## config.mk

```make
export PLATFORM = sky130hd
export DESIGN_NAME = rgb_quantize_run_length_encoder_core
export DESIGN_NICKNAME = d
export VERILOG_FILES = /design/src/rtl/rqrle_pkg.sv /design/src/rtl/rqrle_quant.sv /design/src/rtl/rqrle_encoder.sv /design/src/rtl/rqrle_fifo.sv /design/src/rtl/rgb_quantize_run_length_encoder_core.sv
export SDC_FILE = /design/constraint.sdc
export NUM_CORES = 1
export LEC_CHECK = 0
export ABC_AREA = 1
export BUFFER_PORTS_ARGS = -buffer_cell sky130_fd_sc_hd__buf_2
export CORE_MARGIN = 2
export CORE_UTILIZATION = 60
export DETAILED_ROUTE_END_ITERATION = 16
export HOLD_SLACK_MARGIN = 0.12
export PLACE_DENSITY = 0.84
export RECOVER_POWER = 25
export REMOVE_ABC_BUFFERS = 1
export SETUP_SLACK_MARGIN = 0.3
export SLEW_MARGIN = 10
export SYNTH_ARGS = -nofsm -noshare
export SYNTH_HDL_FRONTEND = slang
export SYNTH_SLANG_ARGS = --single-unit
export TNS_END_PERCENT = 5
```

## constraint.sdc

```tcl
create_clock -name aclk -period 4.9 [get_ports aclk]
set_input_delay 0.245 -clock aclk [delete_from_list [all_inputs] [get_ports aclk]]
set_output_delay 0.245 -clock aclk [all_outputs]
set_load 0.02 [all_outputs]
```

## src/rtl/rqrle_pkg.sv

```systemverilog
// Shared types and constants for the RGB quantize run-length encoder.
// No dependencies.
package rqrle_pkg;

    localparam int MAX_LINE_WIDTH = 4096;
    localparam int COL_W          = $clog2(MAX_LINE_WIDTH);
    localparam int LW_W           = $clog2(MAX_LINE_WIDTH + 1);
    localparam int LINE_WIDTH_RST = 640;

    localparam int COMP_W     = 16;
    localparam int BYTE_W     = 8;
    localparam int CFG_DATA_W = 13;
    localparam int CFG_ADDR_W = 1;

    localparam logic [CFG_ADDR_W-1:0] REG_FORMAT_MODE = 1'd0;
    localparam logic [CFG_ADDR_W-1:0] REG_LINE_WIDTH  = 1'd1;

    localparam logic FMT_RUN_LENGTH = 1'b0;
    localparam logic FMT_RAW        = 1'b1;

    localparam logic [BYTE_W-1:0] COUNT_MAX = 8'd255;

    localparam int FIFO_DEPTH = 4;
    localparam int PTR_W      = $clog2(FIFO_DEPTH);
    localparam int CNT_W      = $clog2(FIFO_DEPTH + 1);

    typedef struct packed {
        logic [BYTE_W-1:0] run_count;
        logic [BYTE_W-1:0] blue_out;
        logic [BYTE_W-1:0] green_out;
        logic [BYTE_W-1:0] red_out;
        logic              line_done;
        logic              last_of_item;
    } rec_t;

    typedef struct packed {
        logic v0;
        logic v1;
        rec_t r0;
        rec_t r1;
    } push_t;

endpackage

```

## src/rtl/rqrle_quant.sv

```systemverilog
// Quantizes one signed Q3.12 component to a byte, round half up, clamped 0..255.
// Depends on rqrle_pkg.
module rqrle_quant (
    input  logic [rqrle_pkg::COMP_W-1:0] comp_in,
    output logic [rqrle_pkg::BYTE_W-1:0] byte_out
);

    logic [24:0] ext;
    logic [24:0] t;

    always_comb begin
        ext = {{9{comp_in[rqrle_pkg::COMP_W-1]}}, comp_in};
        t   = (ext << 8) - ext + 25'd2048;
        if (t[24]) begin
            byte_out = '0;
        end else if (|t[23:20]) begin
            byte_out = rqrle_pkg::COUNT_MAX;
        end else begin
            byte_out = t[19:12];
        end
    end

endmodule

```

## src/rtl/rqrle_encoder.sv

```systemverilog
// Pixel input register, quantizers and run/line state; emits up to two records per item.
// Depends on rqrle_pkg and rqrle_quant.
module rqrle_encoder (
    input  logic                              aclk,
    input  logic                              aresetn,
    input  logic                              pix_valid,
    output logic                              pix_ready,
    input  logic [rqrle_pkg::COMP_W-1:0]      red_in,
    input  logic [rqrle_pkg::COMP_W-1:0]      green_in,
    input  logic [rqrle_pkg::COMP_W-1:0]      blue_in,
    input  logic                              format_mode,
    input  logic [rqrle_pkg::LW_W-1:0]        line_width,
    input  logic                              room,
    output rqrle_pkg::push_t                  push
);

    logic                            valid_reg;
    logic [rqrle_pkg::COMP_W-1:0]    red_reg, green_reg, blue_reg;
    logic [23:0]                     held_colour_reg, held_colour_next;
    logic [rqrle_pkg::BYTE_W-1:0]    held_count_reg, held_count_next;
    logic [rqrle_pkg::COL_W-1:0]     column_reg, column_next;

    logic [rqrle_pkg::BYTE_W-1:0]    red_q, green_q, blue_q;
    logic [23:0]                     colour;
    logic [rqrle_pkg::LW_W-1:0]      column_inc;
    logic                            consume;
    logic                            line_end;
    logic                            held;
    logic                            extend;
    logic                            emit_held;
    logic                            emit_final;
    logic [rqrle_pkg::BYTE_W-1:0]    final_count;
    logic [23:0]                     final_colour;
    rqrle_pkg::rec_t                 held_rec, final_rec;

    rqrle_quant u_quant_r (.comp_in(red_reg),   .byte_out(red_q));
    rqrle_quant u_quant_g (.comp_in(green_reg), .byte_out(green_q));
    rqrle_quant u_quant_b (.comp_in(blue_reg),  .byte_out(blue_q));

    assign colour    = {red_q, green_q, blue_q};
    assign consume   = valid_reg && room;
    assign pix_ready = !valid_reg || room;

    always_comb begin
        column_inc = {1'b0, column_reg} + rqrle_pkg::LW_W'(1);
        line_end   = column_inc >= line_width;
        held       = held_count_reg != '0;
        extend     = held && (colour == held_colour_reg)
                     && (held_count_reg < rqrle_pkg::COUNT_MAX);

        held_colour_next = held_colour_reg;
        held_count_next  = held_count_reg;
        final_count      = 8'd1;
        final_colour     = colour;

        if (format_mode == rqrle_pkg::FMT_RAW) begin
            emit_held       = held;
            emit_final      = 1'b1;
            held_count_next = '0;
        end else begin
            emit_held  = held && !extend;
            emit_final = line_end;
            if (extend) begin
                held_count_next = held_count_reg + 8'd1;
            end else begin
                held_colour_next = colour;
                held_count_next  = 8'd1;
            end
            final_count  = held_count_next;
            final_colour = held_colour_next;
            if (line_end) begin
                held_count_next = '0;
            end
        end

        column_next = line_end ? '0 : column_inc[rqrle_pkg::COL_W-1:0];

        held_rec.run_count    = held_count_reg;
        held_rec.blue_out     = held_colour_reg[7:0];
        held_rec.green_out    = held_colour_reg[15:8];
        held_rec.red_out      = held_colour_reg[23:16];
        held_rec.line_done    = 1'b0;
        held_rec.last_of_item = !emit_final;

        final_rec.run_count    = final_count;
        final_rec.blue_out     = final_colour[7:0];
        final_rec.green_out    = final_colour[15:8];
        final_rec.red_out      = final_colour[23:16];
        final_rec.line_done    = line_end;
        final_rec.last_of_item = 1'b1;

        push.v0 = consume && (emit_held || emit_final);
        push.v1 = consume && emit_held && emit_final;
        push.r0 = emit_held ? held_rec : final_rec;
        push.r1 = final_rec;
    end

    always_ff @(posedge aclk) begin
        if (!aresetn) begin
            valid_reg       <= 1'b0;
            held_colour_reg <= '0;
            held_count_reg  <= '0;
            column_reg      <= '0;
        end else begin
            if (pix_valid && pix_ready) begin
                valid_reg <= 1'b1;
            end else if (consume) begin
                valid_reg <= 1'b0;
            end
            if (consume) begin
                held_colour_reg <= held_colour_next;
                held_count_reg  <= held_count_next;
                column_reg      <= column_next;
            end
        end
    end

    always_ff @(posedge aclk) begin
        if (pix_valid && pix_ready) begin
            red_reg   <= red_in;
            green_reg <= green_in;
            blue_reg  <= blue_in;
        end
    end

endmodule

```

## src/rtl/rqrle_fifo.sv

```systemverilog
// Record queue: two writes and one read per cycle, registered entries.
// Depends on rqrle_pkg.
module rqrle_fifo (
    input  logic              aclk,
    input  logic              aresetn,
    input  rqrle_pkg::push_t  push,
    output logic              room,
    output logic              out_valid,
    input  logic              out_ready,
    output rqrle_pkg::rec_t   out_rec
);

    rqrle_pkg::rec_t                  mem [rqrle_pkg::FIFO_DEPTH];
    logic [rqrle_pkg::PTR_W-1:0]      wr_ptr_reg, wr_ptr_next;
    logic [rqrle_pkg::PTR_W-1:0]      rd_ptr_reg;
    logic [rqrle_pkg::CNT_W-1:0]      count_reg, count_next;
    logic [rqrle_pkg::PTR_W-1:0]      wr_ptr_inc;
    logic                             pop;

    assign out_valid  = count_reg != '0;
    assign out_rec    = mem[rd_ptr_reg];
    assign pop        = out_valid && out_ready;
    assign room       = count_reg <= rqrle_pkg::CNT_W'(rqrle_pkg::FIFO_DEPTH - 2);
    assign wr_ptr_inc = wr_ptr_reg + rqrle_pkg::PTR_W'(1);

    always_comb begin
        wr_ptr_next = wr_ptr_reg + rqrle_pkg::PTR_W'(push.v0) + rqrle_pkg::PTR_W'(push.v1);
        count_next  = count_reg + rqrle_pkg::CNT_W'(push.v0) + rqrle_pkg::CNT_W'(push.v1)
                      - rqrle_pkg::CNT_W'(pop);
    end

    always_ff @(posedge aclk) begin
        if (!aresetn) begin
            wr_ptr_reg <= '0;
            rd_ptr_reg <= '0;
            count_reg  <= '0;
        end else begin
            wr_ptr_reg <= wr_ptr_next;
            count_reg  <= count_next;
            if (pop) begin
                rd_ptr_reg <= rd_ptr_reg + rqrle_pkg::PTR_W'(1);
            end
        end
    end

    always_ff @(posedge aclk) begin
        if (push.v0) begin
            mem[wr_ptr_reg] <= push.r0;
        end
        if (push.v1) begin
            mem[wr_ptr_inc] <= push.r1;
        end
    end

endmodule

```

## src/rtl/rgb_quantize_run_length_encoder_core.sv

```systemverilog
// Top level of the RGB quantize run-length encoder: config registers, encoder, record queue.
// Depends on rqrle_pkg, rqrle_encoder and rqrle_fifo.
//
//  Channel | Dir | Handshake         | Content
//  s_      | in  | s_tvalid/s_tready | one pixel, Q3.12 red/green/blue
//  m_      | out | m_tvalid/m_tready | one record; tlast = line end, tuser = last of item
//  cfg_    | in  | cfg_wen           | register write, no read-back
//
// One pixel per cycle while the record queue has room; the pixel register feeds quantizers
// and the run compare, which push zero, one or two records into a four-entry record queue.
// A pixel leaves its register only when the queue has two free entries.
// Synchronous active-low reset clears the run, column and queue; line width
// returns to 640 and the format to run-length records.
module rgb_quantize_run_length_encoder_core (
    input  logic                                aclk,
    input  logic                                aresetn,
    input  logic                                s_tvalid,
    output logic                                s_tready,
    input  logic [47:0]                         s_tdata,  // red_in, green_in, blue_in
    output logic                                m_tvalid,
    input  logic                                m_tready,
    output logic [31:0]                         m_tdata,  // run_count, blue_out, green_out, red_out
    output logic                                m_tlast,  // line_done
    output logic                                m_tuser,  // last_of_item
    input  logic                                cfg_wen,
    input  logic [rqrle_pkg::CFG_ADDR_W-1:0]    cfg_addr,
    input  logic [rqrle_pkg::CFG_DATA_W-1:0]    cfg_wdata
);

    logic                           format_mode_reg;
    logic [rqrle_pkg::LW_W-1:0]     line_width_reg, line_width_next;
    logic                           room;
    rqrle_pkg::push_t               push;
    rqrle_pkg::rec_t                out_rec;

    always_comb begin
        if (cfg_wdata == '0) begin
            line_width_next = rqrle_pkg::LW_W'(1);
        end else if (32'(cfg_wdata) > rqrle_pkg::MAX_LINE_WIDTH) begin
            line_width_next = rqrle_pkg::LW_W'(rqrle_pkg::MAX_LINE_WIDTH);
        end else begin
            line_width_next = rqrle_pkg::LW_W'(cfg_wdata);
        end
    end

    always_ff @(posedge aclk) begin
        if (!aresetn) begin
            format_mode_reg <= rqrle_pkg::FMT_RUN_LENGTH;
            line_width_reg  <= rqrle_pkg::LW_W'(rqrle_pkg::LINE_WIDTH_RST);
        end else if (cfg_wen) begin
            unique case (cfg_addr)
                rqrle_pkg::REG_FORMAT_MODE: format_mode_reg <= cfg_wdata[0];
                rqrle_pkg::REG_LINE_WIDTH:  line_width_reg  <= line_width_next;
                default: ;
            endcase
        end
    end

    rqrle_encoder u_encoder (
        .aclk        (aclk),
        .aresetn     (aresetn),
        .pix_valid   (s_tvalid),
        .pix_ready   (s_tready),
        .red_in      (s_tdata[15:0]),
        .green_in    (s_tdata[31:16]),
        .blue_in     (s_tdata[47:32]),
        .format_mode (format_mode_reg),
        .line_width  (line_width_reg),
        .room        (room),
        .push        (push)
    );

    rqrle_fifo u_fifo (
        .aclk      (aclk),
        .aresetn   (aresetn),
        .push      (push),
        .room      (room),
        .out_valid (m_tvalid),
        .out_ready (m_tready),
        .out_rec   (out_rec)
    );

    assign m_tdata = {out_rec.red_out, out_rec.green_out, out_rec.blue_out, out_rec.run_count};
    assign m_tlast = out_rec.line_done;
    assign m_tuser = out_rec.last_of_item;

endmodule
```

* Yosys cells after proc, flatten, opt, wreduce, memory -nomap -nowiden *
Memories as Yosys holds them, arrays and structs flattened. A register that Yosys moved wholly into a read port is not among the register bits.
Cells that the tools add are included.

word-level totals
  register bits after elaboration = 114
  RAM bits = 136
  input bits = 67
  output and inout port bits = 36
  memories kept = 1

cells by class
  add/subtract/negate cells = 15
  magnitude comparators = 4
  equal/unequal tests = 1
  mux-type cells = 26
  bitwise logic cells = 2
  reduce and logical (&&, ||, !) cells = 24

memory list
  name        depth  width  read ports  clocked after memory_dff  wr ports  RTL line          source
  u_fifo.mem  4      34     1           1                         2         rqrle_fifo.sv:13  rqrle_pkg::rec_t mem [rqrle_pkg::FIFO_DEPTH];

operator list
  cell                                                   count
  two-way mux 8 bit                                      10
  adder 25 x 12 -> 25 bit, second input constant         3
  subtractor 24 x 16 -> 25 bit                           3
  two-way mux 24 bit                                     2
  two-way mux 34 bit                                     1
  two-way mux 13 bit                                     2
  equality test 24 bit                                   1
  adder 12 x 1 -> 13 bit, second input constant          1
  greater-or-equal comparator 13 bit                     1
  greater-than comparator 13 bit, second input constant  1
  logical NOT 13 bit                                     1
  two-way mux 12 bit                                     1
  OR reduction 4 bit                                     3
  logical AND 1 bit                                      9
  adder 8 x 1 -> 8 bit, second input constant            1
  < comparator 8 bit, second input constant              1
  two-way mux 1 bit                                      8
  nonzero test 8 bit                                     1
  adder 3 x 1 -> 3 bit                                   2
  AND reduction 2 bit                                    3
  adder 2 x 1 -> 2 bit                                   2
  adder 2 x 1 -> 2 bit, second input constant            2
  two-way mux 2 bit                                      2
  <= comparator 3 x 2 -> 1 bit, second input constant    1
  6 further kinds                                        10

* Depth between registers and ports, before layout *
  depth in word-level cells = 16
  mapped depth = 32

* Modules after synthesis *
Synthesis repeated with hierarchy kept, for this count alone.

unflattened totals
  cells, all modules = 2311
  area total of the unflattened synthesis = 16928.7 um2

modules (own cells, without submodules)
  module                                 instances  cells an instance  area an instance (um2)
  rqrle_fifo                             1          723                6949.2
  rqrle_encoder                          1          619                4804.6
  rqrle_quant (u_encoder.u_quant_g ...)  2          296                1521.5
  rqrle_quant (u_encoder.u_quant_b)      1          296                1551.5
  rgb_quantize_run_length_encoder_core   1          81                 580.6

* Worst setup path after synthesis *
OpenSTA, ideal clock, no wires.

  kind = register -> register
  start point = reg u_encoder.green_reg[15] (netlist bit)
  end point = reg u_fifo.count_reg[2] (netlist bit)
  setup time = 0.128 ns
  arrival time = 4.246 ns
  setup slack = 0.526 ns
  stages on the path, launching flop included = 30
  buffers on the path = 0
  clock period less this slack = 4.374 ns
  cell sequence = edfxtp_1 inv_1 ha_1 inv_1 fa_1 inv_1 a21oi_1 nand2_1 a21oi_1 nand3_1 nand2_1 nand2_1 nor2_4 nand3_1 nand2_1 nand2_1 nand2_1 nor2_1 nand3_2 nor2_4 nand4_4 nand2_8 nand2_8 nand2_1 ha_1 inv_1 fa_1 fa_1 xor2_1 nor2_1

between the ends
  cells in the longest elaborated chain, start to end = 16
  elaborated cells on any way between the ends = 18

RTL lines
  element                         RTL line              source
  start: declaration              rqrle_encoder.sv:18   logic [rqrle_pkg::COMP_W-1:0] red_reg, green_reg, blue_reg;
  start signal: assignment        rqrle_encoder.sv:121  green_reg <= green_in;
  subtractor 24 x 16 -> 25 bit *  rqrle_quant.sv:13     t = (ext << 8) - ext + 25'd2048;
  adder 25 x 12 -> 25 bit *       rqrle_quant.sv:13
  OR reduction 4 bit              rqrle_quant.sv:16     end else if (|t[23:20]) begin
  two-way mux 8 bit               rqrle_quant.sv:16
  two-way mux 8 bit *             rqrle_quant.sv:14     if (t[24]) begin
  equality test 24 bit *          rqrle_encoder.sv:48   extend = held && (colour == held_colour_reg)
  logical AND 1 bit *             rqrle_encoder.sv:48
  logical AND 1 bit *             rqrle_encoder.sv:49   && (held_count_reg < rqrle_pkg::COUNT_MAX);
  logical NOT 1 bit *             rqrle_encoder.sv:61   emit_held = held && !extend;
  logical AND 1 bit *             rqrle_encoder.sv:61
  two-way mux 1 bit *             rqrle_encoder.sv:56   if (format_mode == rqrle_pkg::FMT_RAW) begin
  logical OR 1 bit                rqrle_encoder.sv:92   push.v0 = consume && (emit_held || emit_final);
  logical AND 1 bit               rqrle_encoder.sv:92
  adder 3 x 1 -> 3 bit            rqrle_fifo.sv:28      count_next = count_reg + rqrle_pkg::CNT_W'(push.v0) + rqrle_pkg::CNT_W'(push.v1)
  adder 3 x 1 -> 3 bit *          rqrle_fifo.sv:28
  subtractor 3 x 1 -> 3 bit *     rqrle_fifo.sv:29      - rqrle_pkg::CNT_W'(pop);
  end signal: assignment          rqrle_fifo.sv:39      count_reg <= count_next;
  end: declaration                rqrle_fifo.sv:16      logic [rqrle_pkg::CNT_W-1:0] count_reg, count_next;

Mark *: on every way between the ends. The rest lies on a longest branch, timed or not.
A chain may end at the register's enable or synchronous reset.

* Worst setup path in the final report *
  start point = reg u_encoder.red_reg[15] (netlist bit)
  end point = reg u_fifo.count_reg[2] (netlist bit)

between the ends
  cells in the longest elaborated chain, start to end = 16
  elaborated cells on any way between the ends = 18

RTL lines
  element                         RTL line              source
  start: declaration              rqrle_encoder.sv:18
  start signal: assignment        rqrle_encoder.sv:120  red_reg <= red_in;
  subtractor 24 x 16 -> 25 bit *  rqrle_quant.sv:13
  adder 25 x 12 -> 25 bit *       rqrle_quant.sv:13
  OR reduction 4 bit              rqrle_quant.sv:16
  two-way mux 8 bit               rqrle_quant.sv:16
  two-way mux 8 bit *             rqrle_quant.sv:14
  equality test 24 bit *          rqrle_encoder.sv:48
  logical AND 1 bit *             rqrle_encoder.sv:48
  logical AND 1 bit *             rqrle_encoder.sv:49
  logical NOT 1 bit *             rqrle_encoder.sv:61
  logical AND 1 bit *             rqrle_encoder.sv:61
  two-way mux 1 bit *             rqrle_encoder.sv:56
  logical OR 1 bit                rqrle_encoder.sv:92
  logical AND 1 bit               rqrle_encoder.sv:92
  adder 3 x 1 -> 3 bit            rqrle_fifo.sv:28
  adder 3 x 1 -> 3 bit *          rqrle_fifo.sv:28
  subtractor 3 x 1 -> 3 bit *     rqrle_fifo.sv:29

Marks and branches as above.

==> Flow_metrics.wiki <==
{| class="wikitable"
! Metric !! Value
|-
| Count of different cell masters after synthesis || 47
|-
| Port bufs || 102
|-
| Sinks on the clock net || around 250
|-
| Hold EP || line_width_reg[1]
|-
| CTS clk-pin slew, worst paths || approximately 60 ps
|-
| Clock tree root driver cell || clkbuf_16
|-
| Delay of the slowest cell on the worst path || between 400 and 500 ps
|-
| Leakage Power || slightly below 9 nW
|-
| Floorplan die width || roughly 170 um
|-
| Die height || 169.8 um
|-
| Worst hold path type || in -> reg
|-
| Layout cells sized above 1 || a little under a fifth
|-
| Worst-Margin Slew || 1807 ps
|-
| Number of H-tree levels || 1
|-
| DRC errors left || 0
|-
| Worst-case setup slack after placement || 25.74 ps
|-
| Global placer's final weighted congestion || a little over 1
|-
| Critical hold path startpoint || cfg_wen
|-
| Average wire per standard cell || roughly 16 um
|-
| Remaining global-route overflow || 0
|-
| Final period util || 93.33%
|-
| Main synth FF type || edfxtp_1
|-
| Maximum clock skew at final layout || between 10 and 15 ps
|-
| Count of antenna diodes in the layout || 0
|-
| Critical Path RT || roughly 5300 ps
|-
| Number of hold violations in the final report || 0
|-
| Critical path's slowest cell || edfxtp_1
|-
| Internal reg-to-reg setup slack || between 300 and 400 ps
|-
| Most frequent cells in the layout || nand2_1 (550), inv_1 (269), nor2_1 (211)
|-
| Violations in the final reports || capacitance limit, slew limit
|-
| CP Class || reg -> reg
|-
| Largest net degree at the start of global routing || 69
|-
| Post-DP HPWL || approximately 29 mm
|-
| R2R depth || 29
|-
| Layout overhead on the synthesized area || 23.06%
|-
| Routed via count divided by cell count || about 5.6
|-
| Worst hold margin || about 310 ps
|-
| Power per cell area || between 300 and 400 mW/mm^2
|-
| CTS Buf Count || 27
|-
| Maximum VDD drop || 0.3243 mV
|-
| Wire length of the first global-routing pass || 69.61 mm
|-
| Number of iterations in the first detailed-routing pass || 6
|-
| Family with the most delay on the worst path || simple AND/OR/NAND/NOR gates
|-
| Drt total wl || 44.61 mm
|-
| Insertion delay of the later-clocked pin in the worst-skew pair || approximately 560 ps
|-
| Area of the die || just under 0.03 sq mm
|-
| Slack of the critical path || 326.8 ps
|-
| Leading cell type in the layout, fill and taps excluded || nand2_1
|-
| Final setup TNS || 0 ps
|-
| Most used cell, CP || nand2_2
|-
| RSZ-0062 raised after global routing || true
|-
| Number of synthesized flops with an enable pin || 180
|-
| Final critical-path required period || around 4600 ps
|-
| Number of antenna violations at the first check in global routing || 0
|-
| Average size of a mapped cell || between 7 and 8 sq um
|-
| Number of instances in the synthesized netlist || 2159
|-
| Category of the worst setup path launch point || flip-flop
|-
| Post-detailed-route count of antenna-violating nets || 0
|-
| Number of synthesized register bits || ~250
|-
| Tightest slew margin relative to the limit || -20.45%
|-
| Number of nets in the finished design || between 2000 and 3000
|-
| Total number of yosys warnings || 0
|-
| Number of flip-flops under the largest register name || approximately 140
|-
| Arrival time worst endpoint || roughly 5000 ps
|-
| Buffer depth of the longest clock path || 3
|-
| Core ar. || 0.02695 sq mm
|-
| Filler Cells Inserted || roughly 1900
|-
| Slew Limit Fails || 49
|-
| Placed Cells || approximately 2600
|-
| Total Routing Usage GR || 29.77%
|-
| FF-to-FF End || u_fifo.count_reg[2]
|-
| Highest clock rate || between 200 and 250 MHz
|-
| Outcome || complete, but fails checks
|-
| Number of global-route vias before repair || 14328
|-
| Fraction of the yosys area taken by sequential cells || between 40% and 50%
|-
| Routed via count || 15359
|-
| Final std cells w/o fill || 2732
|-
| R2R Path Start || u_encoder.red_reg[15]
|-
| Worst hold path depth || 4
|-
| Final setup violation count || 0
|-
| Share of the core filled with cells in the final layout || about three quarters
|-
| Post-Syn Area || around 0.016 sq mm
|-
| Post-synth ARST share || 0%
|-
| Biggest fanout along the worst timing path || 8
|-
| Placement row count || 60
|-
| Buf/Inv on CP || 4
|-
| Detailed router's first-iteration violation count || 1608
|-
| Effective utilization at floorplan || between 60 and 70%
|-
| Critical Path End Type || flip-flop
|-
| Max Cap Viol || 1
|-
| I/O pin count || slightly above 100
|-
| TritonCTS clock tree || done
|}
layout make-up:
class,count,area (sq um),area share (%)
Multi-Input combinational cell,1541,9049,44.58
Sequential cell,252,6848,33.74
Timing Repair Buffer,246,1874,9.235
Inverter,302,1146,5.647
Clock buffer,38,790.8,3.896
Tap cell,341,426.7,2.102
Clock inverter,12,161.4,0.7953
cells by family after synthesis:
family | count (synthesis) | synth area share [%]
AO/OA/AOI/OAI | 370 | 12.12
XOR/XNOR | 31 | 1.646
adder cells (fa/ha/maj) | 111 | 8.694
buffers and inverters | 367 | 9.172
flip-flops | 252 | 41.51
AND/OR/NAND/NOR | 1028 | 26.85
per-stage QoR:
stage | total power [mW] | cell area, sq um
finish | 8.011 | 20300
detailed placement | 5.287 | 17400
global route | 8.455 | 20300
floorplan | 4.533 | 16120
global placement | 5.230 | 17400
CTS | 7.606 | 19420
metal layers:
metal | routed length [um] | global-route usage (%) | up-vias
li1 | - | - | 7544
met1 | 18670 | 40.43 | 7011
met2 | 21100 | 49.76 | 686
met3 | 3508 | 3.498 | 118
met4 | 1323 | 10.03 | 0
met5 | 0 | 0 | -
synth_stat cells (2+ instances only):
master / count / area (sq um)
o211ai_1: 4 / 30.03
inv_2: 14 / 52.55
ha_1: 105 / 1314
o21ai_2: 10 / 87.58
buf_4: 8 / 60.06
clkbuf_1: 34 / 127.6
dfxtp_1: 72 / 1441
nor2_2: 5 / 31.28
nand3_1: 108 / 540.5
nand4_1: 31 / 193.9
nor4_1: 3 / 18.77
nand3_4: 4 / 70.07
nand2_2: 7 / 43.79
a22oi_1: 4 / 30.03
nand3b_1: 11 / 82.58
nand2_1: 595 / 2233
edfxtp_1: 180 / 5405
nand2_8: 3 / 60.06
clkinv_1: 4 / 15.01
o21ai_0: 115 / 575.6
o21bai_1: 3 / 22.52
a211oi_1: 11 / 82.58
and3_1: 2 / 12.51
inv_1: 283 / 1062
buf_2: 10 / 50.05
o22ai_1: 34 / 212.7
nand3_2: 2 / 20.02
buf_6: 12 / 135.1
xnor2_1: 19 / 166.4
a21oi_1: 87 / 435.4
xor2_1: 12 / 105.1
fa_1: 6 / 120.1
nor2_1: 230 / 863.3
a31oi_1: 2 / 12.51
nor3_1: 10 / 50.05
nor2_4: 5 / 56.30
or2_2: 4 / 25.02
nor2_8: 4 / 80.08
o21ai_1: 98 / 490.5
repair_timing:
action                                  in CTS  in global routing
resized for setup                           63                130
setup buffers                               13                 29
cloned                                       0                  1
endpoints found under the setup margin     106                245
hold endpoints to repair                    67                  0
pin swaps                                   14                 40
hold buffers                                68                  0
worst register-to-register path: cells and delay by family, from the launching register on:
family	cells	cell delay, ps
xor gates and xnor gates	1	140
and+or+nand+nor	19	2030
DFF	1	430
buffers and inverters	4	410
adders and majority gates	5	1400
where the power goes:
group / switching (mW) / leakage, nW / internal [mW] / total [mW]
sequential: 0.119 / 2.25 / 2.44 / 2.56
combinational: 2.13 / 6.05 / 1.16 / 3.29
clock: 0.869 / 0.459 / 1.29 / 2.16
total: 3.12 / 8.76 / 4.89 / 8.01
how the worst max path moves through the flow:
stage | from | endpoint | slack, ps | depth (start not counted)
finish | u_encoder.red_reg[15] | u_fifo.count_reg[2] | 330 | 29
global placement | u_encoder.red_reg[15] | u_fifo.count_reg[2] | 110 | 26
CTS | u_encoder.green_reg[15] | u_fifo.count_reg[2] | 300 | 28
detailed placement | u_encoder.blue_reg[15] | u_fifo.count_reg[2] | 30 | 27
floorplan | u_encoder.green_reg[15] | u_fifo.mem[0][10] | 300 | 26
global route | u_encoder.blue_reg[14] | u_fifo.count_reg[2] | 50 | 29
No activity file was read; power rests on OpenSTA's default activity.
